[src/hdl/srs_pkg.sv]
// Shared types and constants for the skilled resource selector.
// Used by srs_cell and skilled_resource_selector; depends on nothing else.
package srs_pkg;

   localparam int NUM_RES    = 32;
   localparam int NUM_SKILLS = 8;
   localparam int SLOT_W     = $clog2(NUM_RES);
   localparam int COUNT_W    = 6;
   localparam int SKILL_W    = 3;
   localparam int LEVEL_W    = 4;
   localparam int ID_W       = 16;
   localparam int SAL_W      = 24;
   localparam int TIME_W     = 32;
   localparam int ACTION_W   = 2;

   localparam logic [ACTION_W-1:0] ACT_WRITE_REC   = 2'd0;
   localparam logic [ACTION_W-1:0] ACT_WRITE_LEVEL = 2'd1;
   localparam logic [ACTION_W-1:0] ACT_QUERY       = 2'd2;

   // Query transaction moving down the cell chain, with its partial answers.
   typedef struct packed {
      logic               valid;
      logic [SKILL_W-1:0] skill;
      logic [LEVEL_W-1:0] req_level;
      logic [TIME_W-1:0]  now;
      logic               found;
      logic [SAL_W-1:0]   best_sal;
      logic [ID_W-1:0]    best_id;
      logic               any_q;
      logic [TIME_W-1:0]  wait_time;
      logic [LEVEL_W-1:0] max_lvl;
   } srs_token_type;

   // Table write broadcast to every cell.
   typedef struct packed {
      logic               rec_en;
      logic               lvl_en;
      logic [SLOT_W-1:0]  slot;
      logic [ID_W-1:0]    id;
      logic [SAL_W-1:0]   salary;
      logic [TIME_W-1:0]  busy_until;
      logic [SKILL_W-1:0] skill;
      logic [LEVEL_W-1:0] level;
   } srs_write_type;

endpackage

[src/hdl/srs_cell.sv]
// One table slot: its record and skill levels, plus one stage of the query chain.
// Depends on srs_pkg.
module srs_cell (
   input  logic                  clock,
   input  logic                  reset,
   input  logic [srs_pkg::SLOT_W-1:0]  cell_idx,
   input  logic [srs_pkg::COUNT_W-1:0] count,
   input  logic                  advance,
   input  srs_pkg::srs_write_type wr,
   input  srs_pkg::srs_token_type tok_in,
   output srs_pkg::srs_token_type tok_out
);
   import srs_pkg::*;

   logic [ID_W-1:0]    id_ff;
   logic [SAL_W-1:0]   sal_ff;
   logic [TIME_W-1:0]  busy_ff;
   logic [LEVEL_W-1:0] lvl_ff [NUM_SKILLS];
   srs_token_type      tok_ff, tok_nx_in;

   logic               active;
   logic               is_free;
   logic               qual;
   logic [LEVEL_W-1:0] lvl;
   logic [TIME_W-1:0]  w;

   assign active  = ({1'b0, cell_idx} < count) && tok_in.valid;
   assign lvl     = lvl_ff[tok_in.skill];
   assign is_free = busy_ff <= tok_in.now;
   assign qual    = lvl >= tok_in.req_level;
   assign w       = busy_ff - tok_in.now;

   always_comb begin
      tok_nx_in = tok_in;
      if (active) begin
         if (is_free && (lvl > tok_in.max_lvl)) begin
            tok_nx_in.max_lvl = lvl;
         end
         if (qual) begin
            tok_nx_in.any_q = 1'b1;
            if (is_free) begin
               tok_nx_in.wait_time = '0;
               if (!tok_in.found || (sal_ff < tok_in.best_sal)) begin
                  tok_nx_in.found    = 1'b1;
                  tok_nx_in.best_sal = sal_ff;
                  tok_nx_in.best_id  = id_ff;
               end
            end else if (w < tok_in.wait_time) begin
               tok_nx_in.wait_time = w;
            end
         end
      end
   end

   // record fields hold no reset value
   always_ff @(posedge clock) begin
      if (wr.rec_en && (wr.slot == cell_idx)) begin
         id_ff   <= wr.id;
         sal_ff  <= wr.salary;
         busy_ff <= wr.busy_until;
      end
   end

   always_ff @(posedge clock) begin
      if (reset) begin
         for (int k = 0; k < NUM_SKILLS; k++) begin
            lvl_ff[k] <= '0;
         end
      end else if (wr.lvl_en && (wr.slot == cell_idx)) begin
         lvl_ff[wr.skill] <= wr.level;
      end
   end

   always_ff @(posedge clock) begin
      if (reset) begin
         tok_ff.valid <= 1'b0;
      end else if (advance) begin
         tok_ff.valid <= tok_nx_in.valid;
      end
      if (advance) begin
         tok_ff.skill     <= tok_nx_in.skill;
         tok_ff.req_level <= tok_nx_in.req_level;
         tok_ff.now       <= tok_nx_in.now;
         tok_ff.found     <= tok_nx_in.found;
         tok_ff.best_sal  <= tok_nx_in.best_sal;
         tok_ff.best_id   <= tok_nx_in.best_id;
         tok_ff.any_q     <= tok_nx_in.any_q;
         tok_ff.wait_time <= tok_nx_in.wait_time;
         tok_ff.max_lvl   <= tok_nx_in.max_lvl;
      end
   end

   assign tok_out = tok_ff;

endmodule

[config.mk]
export PLATFORM = sky130hd
export DESIGN_NAME = srs_cell
export DESIGN_NICKNAME = d
export VERILOG_FILES = /design/src/hdl/srs_pkg.sv /design/src/hdl/srs_cell.sv
export SDC_FILE = /design/constraint.sdc
export NUM_CORES = 1
export LEC_CHECK = 0
export ABC_AREA = 1
export BUFFER_PORTS_ARGS = -buffer_cell sky130_fd_sc_hd__buf_2
export CELL_PAD_IN_SITES_DETAIL_PLACEMENT = 0
export CELL_PAD_IN_SITES_GLOBAL_PLACEMENT = 1
export CORE_UTILIZATION = 40
export CTS_CLUSTER_SIZE = 40
export DETAILED_ROUTE_END_ITERATION = 10
export PLACE_DENSITY = 0.82
export SETUP_SLACK_MARGIN = 0.15
export SLEW_MARGIN = 20
export SYNTH_ARGS = -nofsm -noshare
export SYNTH_HDL_FRONTEND = slang
export SYNTH_SLANG_ARGS = --single-unit
[constraint.sdc]
create_clock -name clock -period 5.3 [get_ports clock]
set_input_delay 1.06 -clock clock [delete_from_list [all_inputs] [get_ports clock]]
set_output_delay 1.06 -clock clock [all_outputs]
set_load 0.02 [all_outputs]
==> impl_metrics.yaml <==
finish:
  syn_to_final_growth_pct: 22.45
  final_core_util: 0.4969
  drive_gt1_frac: 0.2584
  fillCellCount: 3290
  fin_nets: 2241
die:
  initial_utilization: 0.4058
  die_h_um: 186.4
  placementRows: 67
  io_pins: 336
  die_x_um: 186.4
  fp.dieArea_mm2: 0.03476
  core_area_mm2: 0.03353
route:
  vias: 10830
  wirelength_um: 33680
  wl_met1_um: 15090
  drcViolationCount: 0
  drt_iter0_markers: 430
  antenna_left: 0
  wl_met2_um: 15950
  routedWlPerCell_um: 14.07
  vias_per_cell: 4.524
  met3_length_um: 2009
  first_pass_iters: 5
  top_layer: "met5"
synth:
  yosysSeqAreaShare: 0.4892
  yosysTopAreaCell: "edfxtp_1"
  synthTopCellsByArea: "edfxtp_1, nand2_1, inv_1, ha_1, nor2_1"
  netlist.area_leader.share: 0.4877
  syn_area_per_cell_um2: 8.634
  async_reset_ff_frac: 0
  yosysMostFrequentCell: "nand2_1"
  ys_ff_latch: 222
  yosysWarningCount: 0
  netlist_area_mm2: 0.01361
  synth_cells: 1576
  synth_common_cells: "nand2_1, inv_1, edfxtp_1"
  synth_top_flop_cell: "edfxtp_1"
  synth_cell_types: 43
  synth_edf_count: 221
  synth_fp_nets: 1893
setup_path:
  crit_path_max_fanout: 32
  cp_cell_sequence: "buf_2 > ha_1 > fa_1 > inv_1 > nand2_1 > nand3_1 > nand2_1 > nand2_1 > nand2_1 > nand2_1 > nand2_1 > nand2_1 > inv_1 > ha_1 > nand2_1 > nor3_1 > and3_1 > nand2_1 > nand3_2 > nand2_1 > a21boi_1"
  critPathMaxStageDelay_ns: 0.48
  critPathSlowestCell: "nand3_2"
  worst_ep_required_time_ns: 5.59
  startpoint_type: "input port"
  critical_path.most_common_cell: "nand2_1"
  arrival_ns: 4.40
  crit_type: "in -> reg"
  worstSetupEndpointType: "flop"
clock_tree:
  post_cts_resized: 0
  cts_setup_buffers: 0
  holdBufCountCts: 0
  cts_tree: "built"
  cts-buffers-inserted: 26
  clock-sinks: 222
  cts_root_buffer: "clkbuf_16"
  path_clk_slew_ns: 0.06
  clock_path_buffers: 3
  clk_latency_ns: 0.55
  htree_levels: 1
sta:
  relSlewSlack: 0.3146
  timing.final.crit_period_ns: 4.106
  fin_tns_setup_ns: 0
  fin_ws_ns: 1.194
  setup_violations: 0
  rsz0062_at_grt: "false"
  slew_viol_final: 0
  fin_skew_ns: 0.01387
  finalHoldViolations: 0
  finalCritPeriodShare: 0.7748
  worst_slew_pin_slew_ns: 1.028
  clock.fmax_mhz: 243.5
pwr:
  p_per_area_mw_per_mm2: 295.8
  p_leak_nw: 8.631
  vdd_drop_max_uv: 235.0
  power.total_mw: 4.928
global_routing:
  antenna_found_initial: 2
  grt_pass1_wl_um: 53160
  grt_overflow: 0
  grt_max_degree: 73
  grt_pass1_vias: 10390
  grt_usage: 0.1926
place:
  routabilityCongestion: 0.8734
  place_ws_ns: 0.6223
  dp_hpwl_um: 27220
  placement.io_buffers: 335
run_status:
  status: "finished clean"
worst_hold_path:
  min_path_type: "reg -> reg"
job:
  maxCapViolations: 0
-- critical path, delay by kind of cell --
| family | cells | cell delay, ns |
|---|---|---|
| buf+inv | 3 | 0.26 |
| simple gates | 14 | 2.00 |
| fa+ha+maj | 3 | 0.90 |
| compound gates | 1 | 0.16 |
-- where the power goes --
part           leakage [nW]  internal (mW)  switching (mW)
Clock                 0.439           1.15           0.726
Combinational          6.08          0.344           0.620
Sequential             2.11           2.06          0.0260
Total                  8.63           3.56            1.37
-- final cells by class --
type	instances	area (µm²)	area share
Antenna cell	2	5.005	0.0003004
Clock buffer	30	665.6	0.03995
Clock inverter	17	249.0	0.01494
Inverter	354	1329	0.07975
Multi-Input combinational cell	976	5438	0.3264
Sequential cell	222	6656	0.3995
Tap cell	448	560.5	0.03364
Timing Repair Buffer	344	1759	0.1056
-- final timing paths --
kind,startpoint,end,slack [ns],cells past startpoint
max,tok_in[78],tok_out[23],1.19,21
max reg2reg,busy_ff[0],tok_out[23],1.49,21
min reg2reg,tok_out[117],tok_out[117],0.56,2
min,tok_out[117],tok_out[117],0.56,2
-- per-stage QoR --
stage	instance area [µm²]	hold WS, ns	cells
2_1_floorplan	13610	0.5488	1576
5_1_grt	16660	0.5857	2392
4_1_cts	16660	0.5648	2391
3_5_place_dp	15740	0.5520	2344
3_3_place_gp	15740	0.5220	2344
6_report	16660	0.5552	2393
-- placed cells by master, fill, tap and decap left out, types with 26 or more instances in the layout --
master     instances
nand2_1          448
inv_1            343
buf_2            334
edfxtp_1         221
nor2_1           120
ha_1              98
a21oi_1           52
nand2_2           42
o21ai_2           40
nand3_1           37
o21ai_0           31
clkbuf_16         26
-- logic make-up after synthesis --
family / synth area share
and+or+nand+nor: 0.2246
buffers and inverters: 0.1115
DFF: 0.4892
AOI/OAI and AO/OA: 0.07283
adders and majority gates: 0.09159
xor gates and xnor gates: 0.01030
-- metal layers --
layer / global-route usage / vias up
met5: 0 / -
met4: 0.04863 / 2
met3: 0.03178 / 40
met2: 0.3278 / 294
met1: 0.2544 / 4819
li1: - / 5670
-- registers in the layout, indices dropped and copies added, names as in the netlist --
signal	count
tok_out	118
busy_ff	32
lvl_ff	32
sal_ff	24
id_ff	16
No activity file was read; power rests on OpenSTA's default activity.
